## config.mk

```make
export PLATFORM = sky130hd
export DESIGN_NAME = ts_docsis_frame_reassembler
export DESIGN_NICKNAME = d
export VERILOG_FILES = /design/src/rtl/core/tsdfr_pkg.sv /design/src/rtl/core/tsdfr_out_reg.sv /design/src/rtl/core/tsdfr_pkt_ctrl.sv /design/src/rtl/core/ts_docsis_frame_reassembler.sv
export SDC_FILE = /design/constraint.sdc
export NUM_CORES = 1
export LEC_CHECK = 0
export ABC_CLOCK_PERIOD_IN_PS = 3500
export BUFFER_PORTS_ARGS = -buffer_cell sky130_fd_sc_hd__buf_2
export CAP_MARGIN = 20
export CORE_MARGIN = 2
export CORE_UTILIZATION = 55
export DETAILED_ROUTE_END_ITERATION = 16
export PLACE_DENSITY = 0.78
export SLEW_MARGIN = 20
export SYNTH_ARGS = -nofsm -noshare
export SYNTH_HDL_FRONTEND = slang
export SYNTH_SLANG_ARGS = --single-unit
```

## constraint.sdc

```tcl
create_clock -name clk -period 3.5 [get_ports clk]
set_clock_uncertainty 0.05 [all_clocks]
set_input_delay 0.7 -clock clk [delete_from_list [all_inputs] [get_ports clk]]
set_output_delay 0.7 -clock clk [all_outputs]
set_load 0.02 [all_outputs]
```

## src/rtl/core/tsdfr_pkg.sv

```systemverilog
// ----------------------------------------------------------------------------
// tsdfr_pkg
// Shared types and constants of the transport-stream frame reassembler.
// ----------------------------------------------------------------------------
package tsdfr_pkg;

	localparam int unsigned PACKET_LEN_DEF = 188;
	localparam int unsigned HEADER_LEN     = 4;
	localparam int unsigned POS_W          = 8;
	localparam int unsigned PID_W          = 13;

	localparam logic [7:0]       SYNC_BYTE  = 8'h47;
	localparam logic [7:0]       STUFF_BYTE = 8'hff;
	localparam logic [PID_W-1:0] PID_RESET  = 13'h1ffe;

	typedef struct packed {
		logic [7:0] frame_byte;
		logic       byte_valid;
		logic       frame_end;
	} res_t;

endpackage

```

## src/rtl/core/tsdfr_out_reg.sv

```systemverilog
// ----------------------------------------------------------------------------
// tsdfr_out_reg
// Result register: holds one result item until the receiver takes it.
// ----------------------------------------------------------------------------
module tsdfr_out_reg
	import tsdfr_pkg::*;
(
	input  logic clk,
	input  logic arst_n,
	input  logic res_valid,
	input  res_t res,
	output logic res_ready,
	output logic out_valid,
	input  logic out_ready,
	output res_t out_res
);

	logic valid_q;
	res_t res_q;

	// Takes a new item when empty or when the held one leaves this cycle.
	assign res_ready = !valid_q || out_ready;
	assign out_valid = valid_q;
	assign out_res   = res_q;

	always_ff @(posedge clk or negedge arst_n) begin
		if (!arst_n) begin
			valid_q <= 1'b0;
		end else if (res_ready) begin
			valid_q <= res_valid;
		end
	end

	always_ff @(posedge clk) begin
		if (res_ready && res_valid) begin
			res_q <= res;
		end
	end

endmodule

```

## src/rtl/core/tsdfr_pkt_ctrl.sv

```systemverilog
// ----------------------------------------------------------------------------
// tsdfr_pkt_ctrl
// Input register, packet sync/header decode and frame reassembly state.
// ----------------------------------------------------------------------------
module tsdfr_pkt_ctrl
	import tsdfr_pkg::*;
#(
	parameter int unsigned PACKET_LEN = PACKET_LEN_DEF
) (
	input  logic             clk,
	input  logic             arst_n,
	input  logic             cfg_we,
	input  logic [PID_W-1:0] cfg_wdata,
	input  logic             in_valid,
	input  logic [7:0]       stream_byte,
	output logic             in_ready,
	output logic             res_valid,
	output res_t             res,
	input  logic             res_ready
);

	localparam logic [POS_W-1:0] PTR_LIM  = POS_W'(PACKET_LEN - HEADER_LEN - 1);
	localparam logic [POS_W-1:0] LAST_POS = POS_W'(PACKET_LEN - 1);
	localparam logic [POS_W-1:0] HDR_POS  = POS_W'(HEADER_LEN);
	localparam logic [POS_W-1:0] POS_ONE  = POS_W'(1);
	localparam logic [POS_W-1:0] POS_TWO  = POS_W'(2);

	logic             valid_s1;
	logic [7:0]       byte_s1;
	logic [PID_W-1:0] target_pid_q;

	logic [POS_W-1:0] pos_q, pos_d;
	logic             in_pkt_q, in_pkt_d;
	logic [4:0]       pid_hi_q, pid_hi_d;
	logic             start_q, start_d;
	logic             sel_q, sel_d;
	logic [POS_W-1:0] left_q, left_d;
	logic             open_q, open_d;
	logic             skip_q, skip_d;

	logic             fire;
	logic [POS_W-1:0] ptr;
	logic [POS_W-1:0] left_dec;

	assign in_ready = !valid_s1 || res_ready;
	assign fire     = valid_s1 && res_ready;
	assign ptr      = (byte_s1 > PTR_LIM) ? PTR_LIM : byte_s1;
	assign left_dec = left_q - POS_ONE;

	always_comb begin
		pos_d     = pos_q;
		in_pkt_d  = in_pkt_q;
		pid_hi_d  = pid_hi_q;
		start_d   = start_q;
		sel_d     = sel_q;
		left_d    = left_q;
		open_d    = open_q;
		skip_d    = skip_q;
		res_valid = 1'b0;
		res       = '0;

		if (!in_pkt_q) begin
			if (byte_s1 == SYNC_BYTE) begin
				in_pkt_d = 1'b1;
				pos_d    = POS_ONE;
			end
		end else begin
			if (pos_q == POS_ONE) begin
				start_d  = byte_s1[6];
				pid_hi_d = byte_s1[4:0];
			end else if (pos_q == POS_TWO) begin
				sel_d = ({pid_hi_q, byte_s1} == target_pid_q);
			end else if (pos_q >= HDR_POS && sel_q) begin
				if (!start_q) begin
					if (open_q) begin
						res_valid      = 1'b1;
						res.frame_byte = byte_s1;
						res.byte_valid = 1'b1;
					end
				end else if (pos_q == HDR_POS) begin
					// pointer byte
					left_d = ptr;
					skip_d = 1'b1;
					if (ptr == '0 && open_q) begin
						res_valid     = 1'b1;
						res.frame_end = 1'b1;
						open_d        = 1'b0;
					end
				end else if (left_q != '0) begin
					left_d         = left_dec;
					res_valid      = 1'b1;
					res.frame_byte = byte_s1;
					res.byte_valid = 1'b1;
					if (left_dec == '0) begin
						res.frame_end = 1'b1;
						open_d        = 1'b0;
					end
				end else if (skip_q && byte_s1 == STUFF_BYTE) begin
					res_valid = 1'b0;
				end else begin
					skip_d         = 1'b0;
					open_d         = 1'b1;
					res_valid      = 1'b1;
					res.frame_byte = byte_s1;
					res.byte_valid = 1'b1;
				end
			end

			if (pos_q >= LAST_POS) begin
				in_pkt_d = 1'b0;
				pos_d    = '0;
			end else begin
				pos_d = pos_q + POS_ONE;
			end
		end

		if (!fire) begin
			res_valid = 1'b0;
		end
	end

	always_ff @(posedge clk or negedge arst_n) begin
		if (!arst_n) begin
			valid_s1     <= 1'b0;
			target_pid_q <= PID_RESET;
			pos_q        <= '0;
			in_pkt_q     <= 1'b0;
			pid_hi_q     <= '0;
			start_q      <= 1'b0;
			sel_q        <= 1'b0;
			left_q       <= '0;
			open_q       <= 1'b0;
			skip_q       <= 1'b0;
		end else begin
			if (in_ready) begin
				valid_s1 <= in_valid;
			end
			if (cfg_we) begin
				target_pid_q <= cfg_wdata;
			end
			if (fire) begin
				pos_q    <= pos_d;
				in_pkt_q <= in_pkt_d;
				pid_hi_q <= pid_hi_d;
				start_q  <= start_d;
				sel_q    <= sel_d;
				left_q   <= left_d;
				open_q   <= open_d;
				skip_q   <= skip_d;
			end
		end
	end

	always_ff @(posedge clk) begin
		if (in_valid && in_ready) begin
			byte_s1 <= stream_byte;
		end
	end

endmodule

```

## src/rtl/core/ts_docsis_frame_reassembler.sv

```systemverilog
// ----------------------------------------------------------------------------
// ts_docsis_frame_reassembler
// Reassembles MAC frames from the transport-stream packets of one PID.
// ----------------------------------------------------------------------------
// Usage:
//   Input channel (in_valid/in_ready, stream_byte) takes one raw transport
//   stream byte per item. Output channel (out_valid/out_ready) gives at most
//   one result item per input item: frame_byte with byte_valid set, and
//   frame_end on the last byte of a frame or on an end-only item.
//   target_pid is written through cfg_we/cfg_wdata; the user must write it only
//   while the block is idle, which the block itself does not enforce.
// Path: input register, combinational decode, then the result register.
// Throughput: one byte per cycle while out_ready stays high; the per-byte
//   work is a position counter update plus a few compares between the input
//   and result registers.
// Reset: hunts for the 0x47 sync byte, no frame open, target_pid = 0x1ffe.
// Stall: the result register holds its item while out_ready is low; the
//   input register then holds one more byte and in_ready drops.
// ----------------------------------------------------------------------------
module ts_docsis_frame_reassembler
	import tsdfr_pkg::*;
#(
	parameter int unsigned PACKET_LEN = PACKET_LEN_DEF
) (
	input  logic             clk,
	input  logic             arst_n,
	input  logic             cfg_we,
	input  logic [PID_W-1:0] cfg_wdata,
	input  logic             in_valid,
	output logic             in_ready,
	input  logic [7:0]       stream_byte,
	output logic             out_valid,
	input  logic             out_ready,
	output logic [7:0]       frame_byte,
	output logic             byte_valid,
	output logic             frame_end
);

	logic res_valid;
	logic res_ready;
	res_t res;
	res_t out_res;

	tsdfr_pkt_ctrl #(
		.PACKET_LEN(PACKET_LEN)
	) u_ctrl (
		.clk        (clk),
		.arst_n     (arst_n),
		.cfg_we     (cfg_we),
		.cfg_wdata  (cfg_wdata),
		.in_valid   (in_valid),
		.stream_byte(stream_byte),
		.in_ready   (in_ready),
		.res_valid  (res_valid),
		.res        (res),
		.res_ready  (res_ready)
	);

	tsdfr_out_reg u_out (
		.clk      (clk),
		.arst_n   (arst_n),
		.res_valid(res_valid),
		.res      (res),
		.res_ready(res_ready),
		.out_valid(out_valid),
		.out_ready(out_ready),
		.out_res  (out_res)
	);

	assign frame_byte = out_res.frame_byte;
	assign byte_valid = out_res.byte_valid;
	assign frame_end  = out_res.frame_end;

endmodule

```

Word level (Yosys, flattened, before mapping)

Index checks and enable logic that the tools add are counted.
Widths: inputs -> output; s select.

Register bits: 59

Reduce and logical (&&, ||, !) cells: 23
$lt $le $gt $ge: 3
Mux-type cells: 36
Equal/unequal tests: 11
Bitwise logic cells: 5
$add $sub $neg: 2

Operator list:

| kind                | count |
|---|---|
| $mux 8              | 6 |
| $mux 9              | 5 |
| $mux 1              | 25 |
| $logic_not 8->1     | 2 |
| $eq 13x13->1        | 1 |
| $reduce_and 9->1    | 1 |
| $add 8x1->8 const B | 1 |
| $eq 8x1->1 const B  | 1 |
| $eq 8x2->1 const B  | 1 |
| $eq 8x3->1 const B  | 1 |
| $eq 8x7->1 const B  | 1 |
| $eq 8x8->1 const B  | 1 |
| $ge 8x3->1 const B  | 1 |
| $ge 8x8->1 const B  | 1 |
| $gt 8x8->1 const B  | 1 |
| $reduce_and 8->1    | 1 |
| $reduce_bool 8->1   | 1 |
| $sub 8x1->8 const B | 1 |
| $reduce_and 7->1    | 1 |
| $logic_and 1x1->1   | 6 |
| $not 1->1           | 5 |
| $reduce_or 5->1     | 1 |
| $ne 2x1->1 const B  | 2 |
| $reduce_and 4->1    | 1 |
| other kinds (9)     | 12 |

Depth between registers and ports, before layout

Gate-level depths: netlist of the first run.

Depth after elaboration: 13
Mapped depth: 9
Depth with buffers taken out: 7

Cells and area by module

A second synthesis of the first run with hierarchy kept.

Cell total of the unflattened synthesis: 262
Area total of the unflattened synthesis: 3042.9 um^2

By module, submodules not included:

| module         | instances | cells an instance | area an instance (um^2) |
|---|---|---|---|
| tsdfr_pkt_ctrl | 1         | 248               | 2688.8 |
| tsdfr_out_reg  | 1         | 14                | 354.1 |

Least setup slack after synthesis of the first run

OpenSTA, ideal clock, no wires.

Path kind: reg-to-reg
Start point: register u_ctrl.pos_q[6]
End point: register u_out.res_q, in the netlist u_out.out_res[0], enable pin
Buffers on the path: 0
Period minus slack after synthesis: 2.490 ns
Arrival time: 2.064 ns
Path slack: 1.010 ns
Cell stages (with the launch flop): 6
Required time: 3.074 ns
Cell sequence: dfrtp_1 > or4_4 > nor3_1 > or3_1 > a21oi_1 > nor2_1

Word-level cells in the longest chain between the ends: 9
Elaborated cells on any way between the ends: 13

Ends and longest elaborated chain:

| element                                                            | RTL line              | RTL |
|---|---|---|
| start, declared                                                    | tsdfr_pkt_ctrl.sv:32  | `logic [POS_W-1:0] pos_q, pos_d;` |
| start signal, assigned                                             | tsdfr_pkt_ctrl.sv:142 | `pos_q <= pos_d;` |
| parallel branches: the longest is 5 deep, another holds $ge 8x3->1 | -                     |  |
| $mux 1 *                                                           | tsdfr_pkt_ctrl.sv:68  | `if (pos_q == POS_ONE) begin` |
| $mux 1 *                                                           | tsdfr_pkt_ctrl.sv:62  | `if (!in_pkt_q) begin` |
| $mux 1 *                                                           | tsdfr_pkt_ctrl.sv:117 | `if (!fire) begin` |
| $logic_and 1x1->1 *                                                | tsdfr_out_reg.sv:35   | `if (res_ready && res_valid) begin` |
| end signal, assigned                                               | tsdfr_out_reg.sv:36   | `res_q <= res;` |
| end, declared                                                      | tsdfr_out_reg.sv:19   | `res_t res_q;` |

Mark *: on every way between the ends.
A chain may end at the register's enable or synchronous reset.

Worst setup path after layout of the first run

Start point: register u_ctrl.pos_q[6]
End point: register u_out.res_q, in the netlist u_out.out_res[1], enable pin

The elaborated chain is that of the path after synthesis.

==> out/results.ini, run 1 <==
[run_status]
status = complete, no violations

[drt]
routed_wirelength_um = 5826
post-route-drc-count = 0
vias = 2161
drtIter0Drc = 244
drtAntennaViolNets = 0
vias_per_cell = 5.732
wl_per_cell_um = 15.45
firstDrtPassIters = 4

[clock_tree]
tritoncts = built
clkLatencyLatePin_ns = 0.35
cts_max_level = 3
cts_resized = 0
cts_setup_buffers = 0
cts.sinks = 59
clk_path_buf_depth = 2
clk_pin_slew_ns = 0.07
cts-root-buf = clkbuf_8
cts_made_buffers = 9
cts-hold-fix-buffers = 0

[die]
die_y_um = 76.96
rows = 26
die_area_um2 = 5923
start_util_pct = 57.32
core_um2 = 5107
boundaryPins = 38
die_w_um = 76.96

[placement]
io_buffers = 37
dpl.hpwl_um = 4062
pre_cts_ws_ns = 0.8662
dpl.cell_count = 361
gp_congestion = 0.8527

[synthesis]
ys.flop_type = dfrtp_1
yosysSeqAreaShare_pct = 54.02
syn_nets = 294
synth_seq_cells = 59
ys_types = 46
syn_area_um2 = 2928
synth.avg_cell_area_um2 = 11.17
synth_top_area_share_pct = 24.79
synth-async-reset-ratio_pct = 69.49
yosys.area.top_type = dfrtp_1
synth_edf_count = 18
synthCells = 262
ys_warn_count = 0
yosys-top-cells-area = dfrtp_1, edfxtp_1, dfstp_2

[global_routing]
gr-usage-all-layers_pct = 21.71
grt_max_degree = 42
grt_overflow = 0
grt_pass1_wl_um = 9963
groute.layer.met2.usage_pct = 32.54
top_usage_layer = met2
antenna_found_initial = 0
use_met1_pct = 29.67
grt_pass1_vias = 2107
grtUsageMet3_pct = 4.824

[timing]
fmax_mhz = 376.2
worstMarginPinSlew_ns = 0.9341
report.final.slew_viol_count = 0
setup_violations = 0
min_period_ns = 2.658
period_share_pct = 75.95
hold_viol = 0
slew_headroom_pct = 37.73
layout_setup_ws_ns = 0.8418
rsz0062_at_grt = no
setup-tns-final_ns = 0

[cells_and_area]
drive_gt1_share_pct = 28.99
antenna_cells = 0
fin_cells = 377
syn_to_final_growth_pct = 14.62
fin_nets = 334

[critical_path]
critPathKind = register to register
arrival_ns = 2.58
required_ns = 3.42
crit_fanout = 16
worstSetupEndpointType = register
start_kind = register

[pwr]
cellLeakagePower_nw = 1.360
vdd_drop_max_v = 0.0003318
power_density_nw_per_um2 = 527.9
power_mw = 1.772

[flow_run]
drv_cap = 0

[min_path]
hold_path.class = input port to async pin

[placed cells by master, fill, tap and decap left out, types with 6 or more instances in the layout]
cell and n:
and2_1 10, xor2_1 8, a31oi_1 8, dfstp_2 12
inv_1 9, nand2b_1 7, nor4_1 6, ha_1 6
edfxtp_1 18, dfrtp_1 29, nand2_1 19, mux2_2 19
nor2_1 10, clkbuf_8 10, buf_2 37, a21oi_1 14
nand3_1 7, o21ai_0 17
[flip-flops by register name (all words and copies together), names as in the netlist]
signal,flops
u_ctrl.target_pid_q,13
u_out.out_res,10
u_ctrl.byte_s1,8
u_ctrl.left_q,8
u_ctrl.pos_q,8
u_ctrl.pid_hi_q,5
u_ctrl.in_pkt_q,1
u_ctrl.open_q,1
u_ctrl.sel_q,1
u_ctrl.skip_q,1
u_ctrl.start_q,1
u_ctrl.valid_s1,1
u_out.out_valid,1
[layout make-up]
cell class / instances / area [µm²]
flip-flops and latches: 59 / 1582
fillers: 399 / 1752
clock buffers: 12 / 145.1
repair buffers: 39 / 200.2
inverters: 9 / 33.78
well taps: 70 / 87.58
multi-input cells: 184 / 1257
clock inverters: 4 / 50.05
[worst max-delay path: stages, from the launching register on]
cell	delay [ns]
dfrtp_1	0.42
or4_4	0.55
nor3_1	0.20
buf_4	0.24
or3_1	0.14
a21oi_1	0.09
nor2_1	0.60
[cells in the mapped netlist, types with 2 or more instances]
cell type,count
xor2_1,8
nand4_1,5
nor4_1,6
inv_1,9
nand2_1,19
and2_1,10
o2bb2ai_1,3
or3_1,3
buf_6,2
o211ai_1,2
edfxtp_1,18
dfrtp_1,29
clkbuf_1,5
or2_2,3
and3_1,5
o221ai_1,2
o22ai_1,2
mux2_2,19
xnor2_1,5
dfstp_2,12
ha_1,6
nor3_1,4
a41oi_1,3
buf_2,2
a21oi_1,14
o21ai_0,17
nand3_1,7
a31oi_1,8
nor2_1,10
o21a_1,2
nand2b_1,7
[per-stage QoR]
step | hold WS [ns] | utilization, % | cell area, µm²
finish | 0.4521 | 65.70 | 3356
global route | 0.4659 | 65.70 | 3356
CTS | 0.4681 | 65.70 | 3356
detailed placement | 0.4650 | 61.88 | 3161
global placement | 0.4531 | 61.88 | 3161
floorplan | 0.3544 | - | 2928
[layer usage]
metal | up-vias | routed length (µm)
li1 | 1042 | -
met1 | 1036 | 2734
met2 | 67 | 2629
met3 | 16 | 288
met4 | 0 | 173
met5 | - | 0
[power by group]
part / switching, mW / internal [mW]
clock: 0.267 / 0.347
sequential: 0.0879 / 0.792
combinational: 0.150 / 0.128
[final timing paths]
check	startpoint	end	slack, ns	cells past startpoint
worst max register to register	u_ctrl.pos_q[6]$_DFFE_PN0P_	u_out.out_res[1]$_SDFFCE_PP0P_	0.84	6
min in group clk	stream_byte[0]	u_ctrl.byte_s1[0]$_DFFE_PP_	0.48	1
worst min register to register	u_ctrl.target_pid_q[0]$_DFFE_PN0P_	u_ctrl.target_pid_q[0]$_DFFE_PN0P_	0.48	1
worst max-delay path	u_ctrl.pos_q[6]$_DFFE_PN0P_	u_out.out_res[1]$_SDFFCE_PP0P_	0.84	6
worst min-delay path	arst_n	u_ctrl.pid_hi_q[1]$_DFFE_PN0P_	0.45	1
max in group asynchronous	arst_n	u_ctrl.pos_q[6]$_DFFE_PN0P_	2.37	1
[cells by family (layout without fill, tap and decap cells)]
kind of cell | count (synthesis) | after routing | synth area share, %
compound gates | 60 | 60 | 13.29
fa+ha+maj | 6 | 6 | 2.564
flops | 59 | 59 | 54.02
xor+xnor | 13 | 13 | 3.889
buf+inv | 19 | 64 | 3.034
simple gates | 86 | 86 | 15.90
mux | 19 | 19 | 7.308
(Power assumes the default switching activity.)
==> run 2: changes to the inputs <==
Settings changed: ABC_AREA set to 1, ABC_CLOCK_PERIOD_IN_PS 3500 to 2600.
Clock period 3.5 ns to 2.6 ns, I/O delays scaled along.
==> run 2 against run 1 <==
Net effect: fmax grew 22%; area after synthesis is 6.4% higher; count of clock-buffer cells in the layout up 2; critical path depth grew 1; final cell count is 19% higher; core utilization down 0.13 points; design area is 6.9% higher; global-route usage rose by 0.34 points; wire length increased by 5.8%; synthesized cell count grew 26%; sequential share of layout area fell by 3.1 points; worst hold slack worse by 0.20 ns.
==> out/results.ini, run 2 <==
[run_status]
status = complete, no violations

[clock_tree]
cts-root-buf = clkbuf_8
clkLatencyLatePin_ns = 0.34  ; about the same
cts-hold-fix-buffers = 0  ; unchanged
cts.sinks = 59  ; unchanged
cts_made_buffers = 9  ; unchanged
tritoncts = built
clk_pin_slew_ns = 0.07  ; about the same
cts_setup_buffers = 0  ; unchanged
cts_resized = 0  ; unchanged
cts_max_level = 3  ; unchanged
clk_path_buf_depth = 2  ; unchanged

[global_routing]
use_met1_pct = 30.61  ; +0.94 points
groute.layer.met2.usage_pct = 33.05  ; +0.51 points
top_usage_layer = met2
antenna_found_initial = 0  ; unchanged
grt_overflow = 0  ; unchanged
gr-usage-all-layers_pct = 22.05  ; +0.34 points
grt_pass1_wl_um = 10450  ; +4.9%
grt_pass1_vias = 2207  ; +4.7%
grtUsageMet3_pct = 4.318  ; -0.51 points
grt_max_degree = 42  ; unchanged

[timing]
min_period_ns = 2.178  ; -0.4803 ns
hold_viol = 0  ; unchanged
slew_headroom_pct = 39.26  ; +1.5 points
rsz0062_at_grt = no
setup-tns-final_ns = 0  ; unchanged
timing.hold.ws_ns = 0.2540  ; -0.1981 ns
report.final.slew_viol_count = 0  ; unchanged
layout_setup_ws_ns = 0.4222  ; -0.4197 ns
worstMarginPinSlew_ns = 0.9110  ; -0.02303 ns
fmax_mhz = 459.2  ; +22%
period_share_pct = 83.76  ; +7.8 points
setup_violations = 0  ; unchanged

[cells_and_area]
nFillCells = 470  ; +18%
final_common_cell = nand2_1
final_cell_mix = nand2_1, inv_1, buf_2, nor2_1, dfrtp_1
regMostFlops = u_ctrl.target_pid_q
syn_to_final_growth_pct = 15.23
drive_gt1_share_pct = 26.72  ; -2.3 points
antenna_cells = 0  ; unchanged
largest_register_ffs = 13  ; unchanged
fin_nets = 405  ; +21%

[critical_path]
timing.rr.start = u_ctrl.byte_s1[4]$_DFFE_PP_
required_ns = 2.55  ; -0.87 ns
arrival_ns = 2.13  ; -0.45 ns
r2r_slack_ns = 0.42  ; -0.42 ns
start_kind = register
crit_fanout = 10  ; -6
r2r-end = u_out.out_res[0]$_SDFFCE_PP0P_
worstRegToRegCells = 7  ; +1
worstSetupEndpointType = register
critPathKind = register to register

[die]
rows = 27  ; +3.8%
core_um2 = 5473  ; +7.2%
die_y_um = 79.25  ; +3.0%
die_w_um = 79.25  ; +3.0%
die_area_um2 = 6280  ; +6.0%
start_util_pct = 56.90  ; -0.42 points
boundaryPins = 38  ; unchanged

[drt]
routed_wirelength_um = 6166  ; +5.8%
drtAntennaViolNets = 0  ; unchanged
vias_per_cell = 5.284  ; -7.8%
firstDrtPassIters = 6  ; +2
vias = 2378  ; +10%
drtIter0Drc = 192  ; -21%
wl_per_cell_um = 13.70  ; -11%
post-route-drc-count = 0  ; unchanged

[synthesis]
synth.avg_cell_area_um2 = 9.466  ; -15%
synth_top_area_share_pct = 23.30  ; -1.5 points
yosys-top-cells-area = dfrtp_1, edfxtp_1, dfstp_2
syn_nets = 361  ; +23%
ys.flop_type = dfrtp_1
syn_area_um2 = 3114  ; +6.4%
ys_warn_count = 0  ; unchanged
ys_types = 34  ; -26%
yosysMostFrequentCell = nand2_1
synthCells = 329  ; +26%
yosys.area.top_type = dfrtp_1
yosysSeqAreaShare_pct = 50.78  ; -3.2 points
synth-async-reset-ratio_pct = 69.49  ; unchanged
synthTopCellsByCount = nand2_1, inv_1, nor2_1
synth_edf_count = 18  ; unchanged
synth_seq_cells = 59  ; unchanged

[min_path]
hold_path.class = input port to async pin

[pwr]
p_sw_share_pct = 30.36  ; +1.9 points
intPower_mw = 1.883  ; +49%
power_frac_seq_pct = 45.2  ; -4.5 points
switchingPower_mw = 0.8209  ; +63%
power_density_nw_per_um2 = 753.5  ; +43%
clkPwrFrac_pct = 34.8  ; about the same
pwr-share-comb_pct = 20.0  ; +4.3 points
vdd_drop_max_v = 0.0006432  ; +94%
cellLeakagePower_nw = 1.576  ; +16%

[flow_run]
drv_cap = 0  ; unchanged

[placement]
gp_congestion = 0.9182  ; +7.7%
io_buffers = 37  ; unchanged
dpl.hpwl_um = 4562  ; +12%
pre_cts_ws_ns = 0.5060  ; -0.3602 ns

## run 2: cell count changes after synthesis, moves of 10 or more
| cell | delta |
|---|---|
| nor2_1 | +24 |
| and2_1 | -10 |
| a21oi_1 | -10 |
| nand3_1 | +15 |
| nand2_1 | +39 |
| inv_1 | +29 |
## run 2: layout make-up
| cell class | count | area [µm²] | area share, % |
|---|---|---|---|
| Clock buffer | 14 | 193.9 | 5.404 |
| Timing Repair Buffer | 37 | 185.2 | 5.160 |
| Inverter | 42 | 162.7 | 4.533 |
| Clock inverter | 2 | 38.79 | 1.081 |
| Sequential cell | 59 | 1582 | 44.07 |
| Tap cell | 72 | 90.09 | 2.510 |
| Multi-Input combinational cell | 224 | 1336 | 37.24 |
## run 2: logic make-up after synthesis
family / after synthesis / share of synthesized area [%]
AOI/OAI and AO/OA: 43 / 9.361
xor gates and xnor gates: 18 / 5.062
adders and majority gates: 6 / 2.411
buffers and inverters: 46 / 6.308
DFF: 59 / 50.78
muxes: 11 / 3.978
and+or+nand+nor: 146 / 22.10
## run 2: worst max-delay path by stage
stage / from / end / slack [ns]
2_1_floorplan: u_ctrl.pos_q[0]$_DFFE_PN0P_ / u_out.out_res[0]$_SDFFCE_PP0P_ / 0.73
3_3_place_gp: u_ctrl.pos_q[0]$_DFFE_PN0P_ / u_out.out_res[1]$_SDFFCE_PP0P_ / 0.58
3_5_place_dp: u_ctrl.pos_q[0]$_DFFE_PN0P_ / u_out.out_res[5]$_SDFFCE_PP0P_ / 0.51
4_1_cts: u_ctrl.byte_s1[4]$_DFFE_PP_ / u_out.out_res[1]$_SDFFCE_PP0P_ / 0.46
5_1_grt: u_ctrl.pos_q[0]$_DFFE_PN0P_ / u_out.out_res[0]$_SDFFCE_PP0P_ / 0.24
6_report: u_ctrl.byte_s1[4]$_DFFE_PP_ / u_out.out_res[0]$_SDFFCE_PP0P_ / 0.42
## run 2: metal layers
metal / vias up / wire (µm) / part of all wire (%)
met5: - / 0 / 0
met3: 7 / 401 / 6.5
li1: 1180 / - / -
met2: 87 / 2909 / 47
met4: 0 / 70 / 1.1
met1: 1104 / 2784 / 45
## run 2: through the flow
step / cell area, µm² / utilization, % / power (mW) / std cells
global placement: 3356 / 61.32 / 1.755 / 434
CTS: 3588 / 65.57 / 2.723 / 450
detailed placement: 3356 / 61.32 / 1.775 / 434
finish: 3588 / 65.57 / 2.704 / 450
floorplan: 3114 / - / 1.630 / 329
global route: 3588 / 65.57 / 2.856 / 450
## run 2: power groups by stage
| stage | logic (mW) | registers (mW) | clock network [mW] |
|---|---|---|---|
| 2_1_floorplan | 0.426 | 1.20 | 0 |
| 3_3_place_gp | 0.523 | 1.23 | 0 |
| 3_5_place_dp | 0.539 | 1.24 | 0 |
| 4_1_cts | 0.542 | 1.22 | 0.959 |
| 5_1_grt | 0.618 | 1.24 | 0.997 |
| 6_report | 0.541 | 1.22 | 0.940 |
## run 2: worst max-delay path: stages (launching register included)
cell and delay [ns]:
edfxtp_1 0.48, nor3_1 0.30, nand4_1 0.17, o21ai_0 0.29, nand3_1 0.11, nand2_1 0.08
nand2_1 0.07, inv_1 0.29
==> run 3: changes to the inputs <==
Settings changed: ABC_CLOCK_PERIOD_IN_PS 2600 to 1900, CORE_UTILIZATION 55 to 52, PLACE_DENSITY 0.78 to 0.77.
Clock period 2.6 ns to 1.9 ns, I/O delays scaled along.
==> run 3 against run 2 <==
Net effect: die area is 5.5% higher; via count up 5.3%; core utilization is 0.62 points lower; largest cell class unchanged; design area up 5.9%.
==> out/results.ini, run 3 (synthesis results as in run 2) <==
[cells_and_area]
syn_to_final_growth_pct = 22.02
antenna_cells = 0  ; unchanged
largest_register_ffs = 13  ; unchanged
fin_nets = 428  ; +5.7%
drive_gt1_share_pct = 32.17  ; +5.4 points
nFillCells = 446  ; -5.1%
ff_latch_area_um2 = 1582  ; unchanged
final_common_cell = nand2_1
multi_input_area_um2 = 1358  ; +1.6%
regMostFlops = u_ctrl.target_pid_q
final_cell_mix = nand2_1, inv_1, buf_2, nor2_1, dfrtp_1

[flow_run]
drv_cap = 0  ; unchanged

[global_routing]
antenna_found_initial = 0  ; unchanged
grt_pass1_wl_um = 10990  ; +5.1%
grt_pass1_vias = 2415  ; +9.4%
grt_overflow = 0  ; unchanged
grt_max_degree = 42  ; unchanged
gr-usage-all-layers_pct = 22.24  ; +0.20 points

[critical_path]
arrival_ns = 1.87  ; -0.26 ns
start_kind = register
worstSetupEndpointType = register
required_ns = 1.91  ; -0.64 ns
crit_fanout = 10  ; unchanged
cp-startpoint = u_ctrl.byte_s1[4]$_DFFE_PP_
timing.rr.start = u_ctrl.byte_s1[4]$_DFFE_PP_
critPathKind = register to register

[timing]
fmax_mhz = 536.5  ; +17%
layout_setup_ws_ns = 0.03591  ; -0.3863 ns
timing.hold.ws_ns = 0.1626  ; -0.09133 ns
period_share_pct = 98.11  ; +14 points
setup_violations = 0  ; unchanged
report.final.slew_viol_count = 0  ; unchanged
min_period_ns = 1.864  ; -0.3137 ns
slew_headroom_pct = 78.92  ; +40 points
worstMarginPinSlew_ns = 0.3162  ; -0.5948 ns
hold_viol = 0  ; unchanged

[drt]
post-route-drc-count = 0  ; unchanged
vias = 2503  ; +5.3%
wl_per_cell_um = 14.25  ; +4.0%
drtIter0Drc = 246  ; +28%
firstDrtPassIters = 6  ; unchanged
drtAntennaViolNets = 0  ; unchanged
routed_wirelength_um = 6781  ; +10%
vias_per_cell = 5.258  ; -0.49%

[min_path]
min_from = stream_byte[6]
hold_path.class = input port to register

[pwr]
vdd_drop_max_v = 0.0007462  ; +16%
power_mw = 3.793  ; +40%
cellLeakagePower_nw = 1.687  ; +7.1%
power_density_nw_per_um2 = 998.2  ; +32%

[die]
die_w_um = 81.39  ; +2.7%
die_area_um2 = 6624  ; +5.5%
rows = 28  ; +3.7%
core_um2 = 5851  ; +6.9%
boundaryPins = 38  ; unchanged
die_y_um = 81.39  ; +2.7%
start_util_pct = 53.23  ; -3.7 points

[run_status]
status = complete, no violations

[clock_tree]
cts.sinks = 59  ; unchanged
cts-root-buf = clkbuf_8
clk_path_buf_depth = 2  ; unchanged
tritoncts = built
cts_max_level = 3  ; unchanged
clk_pin_slew_ns = 0.07  ; about the same
clkLatencyLatePin_ns = 0.34  ; about the same
cts_made_buffers = 9  ; unchanged

[placement]
gp_congestion = 0.9756  ; +6.3%
dpl.hpwl_um = 4912  ; +7.7%
pre_cts_ws_ns = -0.01379  ; -0.5198 ns
io_buffers = 37  ; unchanged

run 3: cell type report:
cell class,instances,share of cell area [%]
clock inverter,5,2.041
tap,75,2.470
sequential,59,41.62
multi-input combinational,224,35.73
timing repair buffer,60,10.14
clock buffer,11,3.721
inverter,42,4.281
run 3: metrics by stage:
stage               util (%)  std cells  cell area [µm²]  TNS (ns)
global placement       59.77        452             3497         0
global route           64.95        476             3800    -1.271
floorplan                  -        329             3114         0
CTS                    63.69        469             3726         0
finish                 64.95        476             3800         0
detailed placement     59.77        452             3497   -0.1355
run 3: power breakdown:
part / leakage, nW / switching, mW / internal [mW]
logic: 0.942 / 0.514 / 0.357
clock network: 0.109 / 0.498 / 0.770
registers: 0.636 / 0.157 / 1.50
total: 1.69 / 1.17 / 2.62
run 3: timing repair:
action / CTS / global route
hold endpoints to repair: 29 / 0
hold buffers: 1 / 0
setup endpoints to repair: 10 / 21
pin swaps: 0 / 1
resized for setup: 1 / 6
setup buffers: 0 / 7
run 3: critical path, cell delays in order (launching register included):
cell and delay (ns):
edfxtp_1 0.44, nand2_1 0.09, inv_1 0.06, nand3_1 0.15, nand3_1 0.15, o21ai_2 0.20, nand3_1 0.09, nand2_1 0.07
nand2_1 0.06, inv_1 0.10, buf_12 0.13
run 3: worst paths after layout:
| kind | to | slack, ns | cells after the start |
|---|---|---|---|
| max | u_out.out_res[8]$_SDFFCE_PP0P_ | 0.04 | 10 |
| min | u_ctrl.byte_s1[6]$_DFFE_PP_ | 0.16 | 1 |
| max reg2reg | u_out.out_res[8]$_SDFFCE_PP0P_ | 0.04 | 10 |
| min reg2reg | u_ctrl.target_pid_q[1]$_DFFE_PN1P_ | 0.46 | 2 |
| max in group asynchronous | u_ctrl.target_pid_q[1]$_DFFE_PN1P_ | 1.04 | 3 |
| min in group asynchronous | u_ctrl.left_q[7]$_DFFE_PN0P_ | 0.48 | 3 |
run 3: routing by layer:
metal | share of wire (%) | global-route usage (%)
met1 | 46 | 29.78
met4 | 2.7 | 11.19
met3 | 4.7 | 4.333
met5 | 0 | 0
met2 | 47 | 34.43
